===== src/rtl/cgoe_pkg.sv =====
package cgoe_pkg;

	// fixed field widths of the block's ports
	localparam int FLEET_W   = 2;
	localparam int CELL_W    = 10;
	localparam int IDX_W     = 20;
	localparam int GEO_W     = 24;
	localparam int CFG_IDX_W = 4;

	// cell size 1..4 after saturation
	localparam int CS_W      = 4;
	// compare width for grid dimensions up to 4096
	localparam int DIM_CMP_W = 13;

	// geometry register layout
	localparam int GEO_CS_LO = 0;
	localparam int GEO_W_LO  = 2;
	localparam int GEO_H_LO  = 13;
	localparam int GEO_DIM_W = 11;

	typedef struct packed {
		logic load;   // capture the query
		logic box;    // compute the query cell's world box
		logic fsel;   // latch geometry of the current fleet
		logic fnext;  // advance to the next fleet
		logic div1;   // span division, reciprocal product
		logic div2;   // span division, correction and clip
		logic span;   // set up the row walk
		logic emit;   // produce one overlapping cell
		logic flush;  // release the held cell as the final one
	} ctl_cmd_t;

	typedef struct packed {
		logic qf_bad;      // query fleet out of range
		logic fleet_skip;  // current fleet is the query fleet or empty
		logic last_fleet;  // current fleet is the highest one
		logic span_empty;  // clipped span holds no cell
		logic fleet_done;  // current cell closes the fleet's span
		logic can_push;    // a new cell can be taken this cycle
		logic flush_ok;    // the held cell can be released this cycle
	} ctl_sts_t;

endpackage


===== src/rtl/cross_grid_overlap_enumerator.sv =====
// Sequence: after the accepting beat, a box step, then per fleet (query fleet included)
// a skip, or geometry select, span division (DIV1, DIV2) and row-walk setup followed by
// an emit per overlapping cell, then a flush; a held cell is registered out as the next
// is walked. One query at a time: in_stall stays high from acceptance until the flush,
// and a stalled output holds the walk; the last held cell goes out with the flush.
// Reset: arst_n clears the fleet geometry to zero (cell size 1, empty grids), empties the
// output register and returns the controller to idle, ready for a query.
module cross_grid_overlap_enumerator #(
	parameter int NUM_FLEETS    = 4,
	parameter int MAX_CELL_SIZE = 4,
	parameter int MAX_GRID_DIM  = 1024
) (
	input  logic                           clk,
	input  logic                           arst_n,
	input  logic                           cfg_we,
	input  logic [cgoe_pkg::CFG_IDX_W-1:0] cfg_index,
	input  logic [cgoe_pkg::GEO_W-1:0]     cfg_wdata,
	input  logic                           in_valid,
	output logic                           in_stall,
	input  logic [cgoe_pkg::FLEET_W-1:0]   query_fleet,
	input  logic [cgoe_pkg::CELL_W-1:0]    cell_x,
	input  logic [cgoe_pkg::CELL_W-1:0]    cell_y,
	output logic                           out_valid,
	input  logic                           out_stall,
	output logic [cgoe_pkg::FLEET_W-1:0]   other_fleet,
	output logic [cgoe_pkg::IDX_W-1:0]     overlap_idx,
	output logic                           last
);

	cgoe_pkg::ctl_cmd_t cmd;
	cgoe_pkg::ctl_sts_t sts;

	// sequence control
	cgoe_ctrl u_ctrl (
		.clk      (clk),
		.arst_n   (arst_n),
		.in_valid (in_valid),
		.in_stall (in_stall),
		.sts      (sts),
		.cmd      (cmd)
	);

	// geometry, span arithmetic and output beat
	cgoe_dp #(
		.NUM_FLEETS    (NUM_FLEETS),
		.MAX_CELL_SIZE (MAX_CELL_SIZE),
		.MAX_GRID_DIM  (MAX_GRID_DIM)
	) u_dp (
		.clk         (clk),
		.arst_n      (arst_n),
		.cfg_we      (cfg_we),
		.cfg_index   (cfg_index),
		.cfg_wdata   (cfg_wdata),
		.query_fleet (query_fleet),
		.cell_x      (cell_x),
		.cell_y      (cell_y),
		.cmd         (cmd),
		.sts         (sts),
		.out_stall   (out_stall),
		.out_valid   (out_valid),
		.other_fleet (other_fleet),
		.overlap_idx (overlap_idx),
		.last        (last)
	);

endmodule


===== src/rtl/cgoe_ctrl.sv =====
module cgoe_ctrl (
	input  logic               clk,
	input  logic               arst_n,
	input  logic               in_valid,
	output logic               in_stall,
	input  cgoe_pkg::ctl_sts_t sts,
	output cgoe_pkg::ctl_cmd_t cmd
);

	typedef enum logic [2:0] {
		IDLE,
		BOX,
		FSEL,
		DIV1,
		DIV2,
		SPAN,
		EMIT,
		FLUSH
	} state_t;

	state_t state_q;
	logic   in_stall_q;

	assign in_stall = in_stall_q;

	// decode commands from state and status
	always_comb begin
		cmd = '0;
		unique case (state_q)
			IDLE:  cmd.load  = in_valid && !sts.qf_bad;
			BOX:   cmd.box   = 1'b1;
			FSEL: begin
				cmd.fsel  = !sts.fleet_skip;
				cmd.fnext = sts.fleet_skip && !sts.last_fleet;
			end
			DIV1:  cmd.div1  = 1'b1;
			DIV2:  cmd.div2  = 1'b1;
			SPAN: begin
				cmd.span  = !sts.span_empty;
				cmd.fnext = sts.span_empty && !sts.last_fleet;
			end
			EMIT: begin
				cmd.emit  = sts.can_push;
				cmd.fnext = sts.can_push && sts.fleet_done && !sts.last_fleet;
			end
			FLUSH: cmd.flush = sts.flush_ok;
			default: cmd = '0;
		endcase
	end

	// sequence the query through the fleets
	always_ff @(posedge clk or negedge arst_n) begin
		if (!arst_n) begin
			state_q    <= IDLE;
			in_stall_q <= 1'b0;
		end else begin
			unique case (state_q)
				IDLE: begin
					if (in_valid && !sts.qf_bad) begin
						state_q    <= BOX;
						in_stall_q <= 1'b1;
					end
				end
				BOX:  state_q <= FSEL;
				FSEL: begin
					if (!sts.fleet_skip)
						state_q <= DIV1;
					else if (sts.last_fleet)
						state_q <= FLUSH;
				end
				DIV1: state_q <= DIV2;
				DIV2: state_q <= SPAN;
				SPAN: begin
					if (!sts.span_empty)
						state_q <= EMIT;
					else if (sts.last_fleet)
						state_q <= FLUSH;
					else
						state_q <= FSEL;
				end
				EMIT: begin
					if (sts.can_push && sts.fleet_done)
						state_q <= sts.last_fleet ? FLUSH : FSEL;
				end
				FLUSH: begin
					if (sts.flush_ok) begin
						state_q    <= IDLE;
						in_stall_q <= 1'b0;
					end
				end
				default: state_q <= IDLE;
			endcase
		end
	end

endmodule


===== src/rtl/cgoe_dp.sv =====
module cgoe_dp #(
	parameter int NUM_FLEETS    = 4,
	parameter int MAX_CELL_SIZE = 4,
	parameter int MAX_GRID_DIM  = 1024
) (
	input  logic                               clk,
	input  logic                               arst_n,
	input  logic                               cfg_we,
	input  logic [cgoe_pkg::CFG_IDX_W-1:0]     cfg_index,
	input  logic [cgoe_pkg::GEO_W-1:0]         cfg_wdata,
	input  logic [cgoe_pkg::FLEET_W-1:0]       query_fleet,
	input  logic [cgoe_pkg::CELL_W-1:0]        cell_x,
	input  logic [cgoe_pkg::CELL_W-1:0]        cell_y,
	input  cgoe_pkg::ctl_cmd_t                 cmd,
	output cgoe_pkg::ctl_sts_t                 sts,
	input  logic                               out_stall,
	output logic                               out_valid,
	output logic [cgoe_pkg::FLEET_W-1:0]       other_fleet,
	output logic [cgoe_pkg::IDX_W-1:0]         overlap_idx,
	output logic                               last
);

	localparam int FW    = $clog2(NUM_FLEETS);
	localparam int CSW   = cgoe_pkg::CS_W;
	localparam int CW    = cgoe_pkg::CELL_W + $clog2(MAX_CELL_SIZE + 1);
	localparam int DW    = CW + 1;
	localparam int DIMW  = $clog2(MAX_GRID_DIM + 1);
	localparam int SPW   = (DW > DIMW) ? DW : DIMW;
	localparam int RS    = DW;
	localparam int RW    = RS + 1;
	localparam int PW    = DW + RW;
	localparam int MW    = SPW + DIMW;
	localparam int IDXW  = cgoe_pkg::IDX_W;
	localparam int CMPW  = cgoe_pkg::DIM_CMP_W;
	localparam int XW    = cgoe_pkg::CFG_IDX_W;

	// reciprocals floor(2^RS / d) for the span divisions
	localparam logic [RW-1:0] R1 = RW'((1 << RS) / 1);
	localparam logic [RW-1:0] R2 = RW'((1 << RS) / 2);
	localparam logic [RW-1:0] R3 = RW'((1 << RS) / 3);
	localparam logic [RW-1:0] R4 = RW'((1 << RS) / 4);
	localparam logic [RW-1:0] R5 = RW'((1 << RS) / 5);
	localparam logic [RW-1:0] R6 = RW'((1 << RS) / 6);
	localparam logic [RW-1:0] R7 = RW'((1 << RS) / 7);
	localparam logic [RW-1:0] R8 = RW'((1 << RS) / 8);

	function automatic logic [RW-1:0] recip(input logic [CSW-1:0] d);
		unique case (d)
			CSW'(2): return R2;
			CSW'(3): return R3;
			CSW'(4): return R4;
			CSW'(5): return R5;
			CSW'(6): return R6;
			CSW'(7): return R7;
			CSW'(8): return R8;
			default: return R1;
		endcase
	endfunction

	function automatic logic [CSW-1:0] cs_of(input logic [1:0] f);
		logic [CSW-1:0] c;
		c = CSW'(f) + CSW'(1);
		return (c > CSW'(MAX_CELL_SIZE)) ? CSW'(MAX_CELL_SIZE) : c;
	endfunction

	function automatic logic [DIMW-1:0] dim_clip(input logic [cgoe_pkg::GEO_DIM_W-1:0] raw);
		if (CMPW'(raw) > CMPW'(MAX_GRID_DIM))
			return DIMW'(MAX_GRID_DIM);
		else
			return DIMW'(raw);
	endfunction

	// geometry registers and read pointer
	logic [cgoe_pkg::GEO_W-1:0]   geom_q [NUM_FLEETS];
	logic [cgoe_pkg::GEO_W-1:0]   g_rd;
	logic [FW-1:0]                f_q;
	logic [cgoe_pkg::FLEET_W-1:0] qf_q;
	logic [cgoe_pkg::CELL_W-1:0]  x_q;
	logic [cgoe_pkg::CELL_W-1:0]  y_q;

	// query box and current fleet geometry
	logic [CW-1:0]   x0_q, y0_q, x1_q, y1_q;
	logic [CSW-1:0]  bcs;
	logic [CW-1:0]   bx0, by0;
	logic [CSW-1:0]  ocs_q;
	logic [DIMW-1:0] w_q, h_q;

	// span division lanes: start x, start y, end x, end y
	logic [DW-1:0]  num   [4];
	logic [PW-1:0]  prod  [4];
	logic [DW-1:0]  n_s1  [4];
	logic [DW-1:0]  qe_s1 [4];
	logic [DW-1:0]  rem   [4];
	logic [DW-1:0]  quo   [4];

	// row walk
	logic [SPW-1:0]  sx_q, sy_q, ex_q, ey_q;
	logic [SPW-1:0]  ox_q, oy_q;
	logic [IDXW-1:0] row_base_q;
	logic [MW-1:0]   row_prod;
	logic            row_end;
	logic [IDXW-1:0] new_idx;

	// held cell and output register
	logic                         pend_valid_q;
	logic [cgoe_pkg::FLEET_W-1:0] pend_fleet_q;
	logic [IDXW-1:0]              pend_idx_q;
	logic                         out_valid_q;
	logic [cgoe_pkg::FLEET_W-1:0] other_fleet_q;
	logic [IDXW-1:0]              overlap_idx_q;
	logic                         last_q;
	logic                         out_free;
	logic                         push_en;
	logic                         push_last;
	logic [XW-1:0]                qf_ext;
	logic [XW-1:0]                f_ext;

	assign qf_ext = XW'(query_fleet);
	assign f_ext  = XW'(f_q);
	assign g_rd   = geom_q[f_q];

	// take configuration writes
	always_ff @(posedge clk or negedge arst_n) begin
		if (!arst_n) begin
			for (int i = 0; i < NUM_FLEETS; i++)
				geom_q[i] <= '0;
		end else begin
			for (int i = 0; i < NUM_FLEETS; i++)
				if (cfg_we && cfg_index == XW'(i))
					geom_q[i] <= cfg_wdata;
		end
	end

	// world box of the query cell
	assign bcs = cs_of(g_rd[cgoe_pkg::GEO_CS_LO +: 2]);
	assign bx0 = CW'(x_q) * CW'(bcs);
	assign by0 = CW'(y_q) * CW'(bcs);

	// reciprocal product per lane
	assign num[0] = DW'(x0_q);
	assign num[1] = DW'(y0_q);
	assign num[2] = DW'(x1_q) + DW'(ocs_q) - DW'(1);
	assign num[3] = DW'(y1_q) + DW'(ocs_q) - DW'(1);

	always_comb begin
		for (int i = 0; i < 4; i++) begin
			prod[i] = PW'(num[i]) * PW'(recip(ocs_q));
			rem[i]  = n_s1[i] - DW'(qe_s1[i]) * DW'(ocs_q);
			quo[i]  = (rem[i] >= DW'(ocs_q)) ? qe_s1[i] + DW'(1) : qe_s1[i];
		end
	end

	assign row_prod = MW'(sy_q) * MW'(w_q);
	assign row_end  = (ox_q + SPW'(1)) == ex_q;
	assign new_idx  = row_base_q + IDXW'(ox_q);

	// query, box, fleet and span registers
	always_ff @(posedge clk) begin
		if (cmd.load) begin
			qf_q <= query_fleet;
			x_q  <= cell_x;
			y_q  <= cell_y;
			f_q  <= qf_ext[FW-1:0];
		end
		if (cmd.box) begin
			x0_q <= bx0;
			y0_q <= by0;
			x1_q <= bx0 + CW'(bcs);
			y1_q <= by0 + CW'(bcs);
			f_q  <= '0;
		end
		if (cmd.fnext)
			f_q <= f_q + FW'(1);
		if (cmd.fsel) begin
			ocs_q <= cs_of(g_rd[cgoe_pkg::GEO_CS_LO +: 2]);
			w_q   <= dim_clip(g_rd[cgoe_pkg::GEO_W_LO +: cgoe_pkg::GEO_DIM_W]);
			h_q   <= dim_clip(g_rd[cgoe_pkg::GEO_H_LO +: cgoe_pkg::GEO_DIM_W]);
		end
		if (cmd.div1) begin
			for (int i = 0; i < 4; i++) begin
				n_s1[i]  <= num[i];
				qe_s1[i] <= prod[i][RS +: DW];
			end
		end
		if (cmd.div2) begin
			sx_q <= SPW'(quo[0]);
			sy_q <= SPW'(quo[1]);
			ex_q <= (SPW'(quo[2]) > SPW'(w_q)) ? SPW'(w_q) : SPW'(quo[2]);
			ey_q <= (SPW'(quo[3]) > SPW'(h_q)) ? SPW'(h_q) : SPW'(quo[3]);
		end
		if (cmd.span) begin
			row_base_q <= IDXW'(row_prod);
			ox_q       <= sx_q;
			oy_q       <= sy_q;
		end
		if (cmd.emit) begin
			if (row_end) begin
				ox_q       <= sx_q;
				oy_q       <= oy_q + SPW'(1);
				row_base_q <= row_base_q + IDXW'(w_q);
			end else begin
				ox_q <= ox_q + SPW'(1);
			end
		end
	end

	// hold one cell back so the final one can be flagged
	assign out_free  = !out_valid_q || !out_stall;
	assign push_en   = (cmd.emit && pend_valid_q) || (cmd.flush && pend_valid_q);
	assign push_last = cmd.flush;

	always_ff @(posedge clk or negedge arst_n) begin
		if (!arst_n) begin
			pend_valid_q <= 1'b0;
			out_valid_q  <= 1'b0;
		end else begin
			if (cmd.emit)
				pend_valid_q <= 1'b1;
			else if (cmd.flush)
				pend_valid_q <= 1'b0;
			if (out_free)
				out_valid_q <= push_en;
		end
	end

	always_ff @(posedge clk) begin
		if (cmd.emit) begin
			pend_fleet_q <= f_ext[cgoe_pkg::FLEET_W-1:0];
			pend_idx_q   <= new_idx;
		end
		if (push_en && out_free) begin
			other_fleet_q <= pend_fleet_q;
			overlap_idx_q <= pend_idx_q;
			last_q        <= push_last;
		end
	end

	assign out_valid   = out_valid_q;
	assign other_fleet = other_fleet_q;
	assign overlap_idx = overlap_idx_q;
	assign last        = last_q;

	// status toward the controller
	assign sts.qf_bad     = qf_ext >= XW'(NUM_FLEETS);
	assign sts.fleet_skip = (f_ext == XW'(qf_q))
		|| (g_rd[cgoe_pkg::GEO_W_LO +: cgoe_pkg::GEO_DIM_W] == '0)
		|| (g_rd[cgoe_pkg::GEO_H_LO +: cgoe_pkg::GEO_DIM_W] == '0);
	assign sts.last_fleet = f_q == FW'(NUM_FLEETS - 1);
	assign sts.span_empty = (sx_q >= ex_q) || (sy_q >= ey_q);
	assign sts.fleet_done = row_end && ((oy_q + SPW'(1)) == ey_q);
	assign sts.can_push   = !pend_valid_q || out_free;
	assign sts.flush_ok   = !pend_valid_q || out_free;

	// a waiting result is never overwritten
	a_push_free: assert property (@(posedge clk) disable iff (!arst_n)
		push_en |-> out_free)
		else $error("result pushed into a stalled output register");

	// a walked cell lies inside the clipped span
	a_emit_span: assert property (@(posedge clk) disable iff (!arst_n)
		cmd.emit |-> (ox_q < ex_q) && (oy_q < ey_q) && (ox_q >= sx_q))
		else $error("emitted cell outside its span");

	// the held cell is gone once the query is flushed
	a_flush_clear: assert property (@(posedge clk) disable iff (!arst_n)
		cmd.flush |=> !pend_valid_q)
		else $error("held cell survived the flush");

	// the final flag only comes from a flush
	a_last_flush: assert property (@(posedge clk) disable iff (!arst_n)
		(out_valid_q && !$stable(overlap_idx_q) && last_q) |-> $past(cmd.flush))
		else $error("final flag raised outside a flush");

endmodule


===== config.mk =====
export PLATFORM = sky130hd
export DESIGN_NAME = cross_grid_overlap_enumerator
export DESIGN_NICKNAME = d
export VERILOG_FILES = /design/src/rtl/cgoe_pkg.sv /design/src/rtl/cross_grid_overlap_enumerator.sv /design/src/rtl/cgoe_ctrl.sv /design/src/rtl/cgoe_dp.sv
export SDC_FILE = /design/constraint.sdc
export NUM_CORES = 2
export LEC_CHECK = 0
export ABC_AREA = 1
export BUFFER_PORTS_ARGS = -buffer_cell sky130_fd_sc_hd__buf_2
export CAP_MARGIN = 20
export CORE_MARGIN = 3
export CORE_UTILIZATION = 55
export DETAILED_ROUTE_END_ITERATION = 6
export PLACE_DENSITY = 0.81
export SLEW_MARGIN = 30
export SYNTH_ARGS = -nofsm -noshare
export SYNTH_HDL_FRONTEND = slang
export SYNTH_SLANG_ARGS = --single-unit

===== constraint.sdc =====
create_clock -name clk -period 13.9 [get_ports clk]
set_clock_uncertainty 0.2 [all_clocks]
set_input_delay 3.475 -clock clk [delete_from_list [all_inputs] [get_ports clk]]
set_output_delay 3.475 -clock clk [all_outputs]
set_load 0.01 [all_outputs]

# After elaboration in Yosys (flattened, before gate mapping)
# Memories as Yosys holds them, arrays and structs flattened.
# Index checks and enable logic that the tools add are counted.
# W data, S select, Z words.
dict set report op_classes {
  addsub 20
  n_mul 11
  magnitude_cmp 13
  n_eq_ne 25
  n_mux 47
  bitwise_logic 1
  reduce_logical 36
}
# operator n
set ops {}
lappend ops {{$mux W14} 10}
lappend ops {{$pmux W15 S7} 1}
lappend ops {{$add A14 B1 Y14 const B} 6}
lappend ops {{$mux W20} 3}
lappend ops {{$ge A14 B4 Y1} 4}
lappend ops {{$mul A13 B15 Y28} 2}
lappend ops {{$mul A14 B15 Y28} 2}
lappend ops {{$mul A14 B4 Y14} 4}
lappend ops {{$sub A14 B14 Y14} 4}
lappend ops {{$bmux W24 S2} 1}
lappend ops {{$mux W24} 2}
lappend ops {{$add A13 B4 Y14} 2}
lappend ops {{$eq A14 B14 Y1} 2}
lappend ops {{$ge A14 B14 Y1} 2}
lappend ops {{$gt A14 B11 Y1} 2}
lappend ops {{$sub A14 B1 Y14 const B} 2}
lappend ops {{$add A13 B4 Y13} 2}
lappend ops {{$mul A10 B4 Y13} 2}
lappend ops {{$pmux W3 S8} 1}
lappend ops {{$gt A11 B11 Y1 const B} 2}
lappend ops {{$logic_not A11 Y1} 2}
lappend ops {{$mux W11} 2}
lappend ops {{$mux W3} 7}
lappend ops {{$add A20 B11 Y20} 1}
lappend ops {{33 further kinds} 85}
dict set report totals {
  regBits 353
  ramBits 112
  input_bits 55
  out_inout_bits 25
  elab_cells 188
  mem_count 2
}
# name words width read_ports rd_ports_with_merged_regs wr line
set mem_list {}
lappend mem_list {u_dp.n_s1 4 14 4 0 4 cgoe_dp.sv:91} ;# logic [DW-1:0] n_s1 [4];
lappend mem_list {u_dp.qe_s1 4 14 4 0 4 cgoe_dp.sv:92} ;# logic [DW-1:0] qe_s1 [4];

# Depth between registers and ports, before layout
dict set report logic_depth {
  ltp_word 10
  depth_mapped 43
  ltp_nobuf 40
}

# Cells and area by module
# Synthesis repeated with hierarchy kept, for this count alone.
dict set report unflattened {
  hier_cells 7561
  hier_area_um2 61905.6
}
# module instances cells_per_inst area_per_inst_um2 seq_area_each_um2
set by_module_without_submodules {}
lappend by_module_without_submodules {cgoe_dp 1 7468 61362.6 12922.4}
lappend by_module_without_submodules {cgoe_ctrl 1 93 543.0 100.1}

# Worst setup path before layout
# Ideal clock, no wire load.
dict set report synth_path {
  kind {reg2reg}
  start {register u_dp.ocs_q[0]}
  end {memory u_dp.qe_s1[2][13] (netlist bit) (data pin)}
  setup_ns 0.253
  arrival_time_ns 8.013
  required_time_ns 13.447
  setup_slack_ns 5.435
  stages_incl_launch_ff 39
  path_buffers 2
  synth_period_minus_slack_ns 8.465
  cell_sequence {edfxtp_1 buf_2 clkbuf_1 inv_1 ha_1 inv_1 ha_1 inv_1 fa_1 nand3b_1 nand2_1 nand2_1 nand2_1 a21oi_1 o21ai_1 nand2_1 o21ai_1 xor2_1 (+3 left out) fa_1 fa_1 fa_1 fa_1 inv_1 fa_1 inv_1 ha_1 nand2_1 nor4_1 a21boi_0 o21ai_0 nand2_1 a21boi_0 a21o_1 inv_1 nand2_1 nand2_1}
}
# element line
set synth_lines {}
lappend synth_lines {{start: declaration} cgoe_dp.sv:85} ;# logic [CSW-1:0] ocs_q;
lappend synth_lines {{start signal: assignment} cgoe_dp.sv:175} ;# ocs_q <= cs_of(g_rd[cgoe_pkg::GEO_CS_LO +: 2]);
lappend synth_lines {{end: declaration} cgoe_dp.sv:92}

==> results.toml <==
[final_layout]
fillers = 9549
fin_nets = 9088
multi_input_area_um2 = 41500
seqCellArea_um2 = 13000
fin_cells = 9131
drive_gt1_share_pct = 3.95
area_growth_pct = 5.90

[timing]
hold_viol = 0
tns_ns = 0
setup_violations = 0
max_freq_ghz = 0.102
min_period_over_period_pct = 70.6
finalMaxSlewViolations = 0
min_period_ns = 9.82
rsz0062_at_grt = "no"
slew_headroom_pct = 41.6
tightest_slew_ns = 0.875

[drt]
post_drt_wl_per_cell_um = 17.7
drtAntennaViolNets = 0
viasPerCell = 5.41
drt_iter0_markers = 4131
drtPass1Iterations = 7
drc = 2
vias = 49400
routed_wl_um = 161000

[setup_path]
cp_slowest_cell = "edfxtp_1"
critPathKind = "reg2reg"
cp.required_ns = 14.11
end_kind = "flip-flop"
slowest_delay_ns = 0.74
path_common_cell = "nand2_1"
cp_max_fo = 15
start_kind = "flip-flop"
cp.arrival_ns = 10.03
rrSetupSlack_ns = 4.08

[synth]
synth_area_um2 = 62100
synth_area_leaders = "fa_1 26%, edfxtp_1 16%, ha_1 13%"
yosysWarnings = 0
ys_ff_latch = 462
ys.flop_type = "edfxtp_1"
netlist.area_leader.share_pct = 25.5
ys_top_cells_by_count = "1,781 x inv_1, 1,673 x nand2_1, 791 x fa_1"
synth-seq-area-share_pct = 21.0
synth.avg_cell_area_um2 = 8.16
netlist_instances = 7606
asyncSetResetFlopFracSynth_pct = 22.1
synth-edff-count = 326
yosysMostFrequentCell = "inv_1"
yosysUniqueCellTypes = 70
yosysTopAreaCell = "fa_1"

[global_route]
grt_pass1_vias = 50800
grt-ovfl-total = 0
grt_pass1_wl_um = 262000
track_usage_pct = 27.9
grt_max_degree = 81
antenna_found_initial = 0

[floorplanning]
die_x_um = 342
core-area_um2 = 111000
rows = 122
die_h_um = 342
pin_count = 80
dieArea_um2 = 117000
start_util_pct = 55.8

[cts]
clk_pin_slew_ns = 0.06
cts_max_level = 2
post-cts-setup-buffer-count = 0
cts_resized = 0
numCtsBuffers = 53
clockRootBuffer = "clkbuf_16"
cts_sinks = 462
cts_tree = "built"
holdBufCountCts = 0
clk_latency_ns = 0.68
clock_path_buffers = 3

[outcome]
violations = "design-rule violations"
status = "finished, violations left"

[min_path]
hold_path_class = "reg2reg"

[placement]
gp_congestion = 0.952
dp.cells = 9030
dp_hpwl_um = 128000
io_buffers = 79

[job]
drv_cap = 0
-- cells in the final DEF (no fill, tap or decap), types with 64 or more instances in the layout --
master	n
ha_1	645
inv_1	1780
fa_1	791
dfrtp_1	102
a21oi_1	233
xor2_1	196
nand3_1	239
buf_2	78
o21ai_0	248
xnor2_1	82
edfxtp_1	326
nand2_1	1673
nor2_1	622
nor3_1	64
-- critical path: cells and delay by family, from the launching register on --
kind	cells	cell delay, ns
adders and majority gates	10	4.18
AOI/OAI and AO/OA	7	1.59
and+or+nand+nor	11	1.43
buffers and inverters	8	0.86
DFF	1	0.74
xor gates and xnor gates	1	0.56
-- metrics by stage --
| step | instance area, um^2 | util [%] | setup slack [ns] | hold WS (ns) |
|---|---|---|---|---|
| 3_3_place_gp | 64000 | 57.5 | 4.36 | 0.202 |
| 6_report | 65700 | 59.1 | 4.08 | 0.222 |
| 5_1_grt | 65700 | 59.1 | 3.46 | 0.237 |
| 3_5_place_dp | 64000 | 57.5 | 4.15 | 0.207 |
| 2_1_floorplan | 62100 | - | 5.43 | 0.200 |
| 4_1_cts | 65700 | 59.1 | 4.14 | 0.222 |
-- registers in the layout (all words and copies together), names as in the netlist, 20 cells and up --
name / flops
u_dp.qe_s1: 56
u_dp.geom_q: 96
u_dp.overlap_idx: 20
u_dp.n_s1: 54
u_dp.pend_idx_q: 20
u_dp.row_base_q: 20
-- area by class of cell --
cell class / instances / area share [%]
diodes: 1 / 0.00381
clock buffers: 63 / 2.14
clock inverters: 37 / 0.544
inverters: 1805 / 10.3
multi-input cells: 5145 / 63.2
flip-flops and latches: 462 / 19.8
well taps: 1488 / 2.83
repair buffers: 130 / 1.21
-- path summary, 6_finish.rpt --
kind / endpoint / from / cells after the start
setup / recovery: u_dp.qe_s1[2][13] / u_dp.ocs_q[1] / 37
hold / removal: u_dp.other_fleet[0] / u_dp.pend_fleet_q[0] / 0
setup reg to reg: u_dp.qe_s1[2][13] / u_dp.ocs_q[1] / 37
hold reg to reg: u_dp.other_fleet[0] / u_dp.pend_fleet_q[0] / 0
max in group asynchronous: u_dp.geom_q[92] / arst_n / 2
min in group asynchronous: u_dp.geom_q[54] / arst_n / 1
-- kinds of logic (layout without fill, tap and decap cells) --
| family | Yosys count | after routing | synth area share, % |
|---|---|---|---|
| fa+ha+maj | 1436 | 1436 | 38.5 |
| flops | 462 | 462 | 21.0 |
| xor+xnor | 278 | 278 | 3.92 |
| buf+inv | 2004 | 2035 | 12.3 |
| compound gates | 674 | 674 | 6.30 |
| other cells | 1 | 7 | 0.00604 |
| simple gates | 2751 | 2751 | 18.0 |
-- routing by layer --
layer	vias to the layer above	GRT usage, %	wire (um)
li1	23200	-	-
met4	0	10.5	7020
met5	-	0	0
met2	1966	47.6	76600
met3	428	4.15	12900
met1	23800	36.1	64600
Power is left out: the tool's default activity adds up to more than one toggle a clock period on the data nets, which glitch-free logic cannot reach.
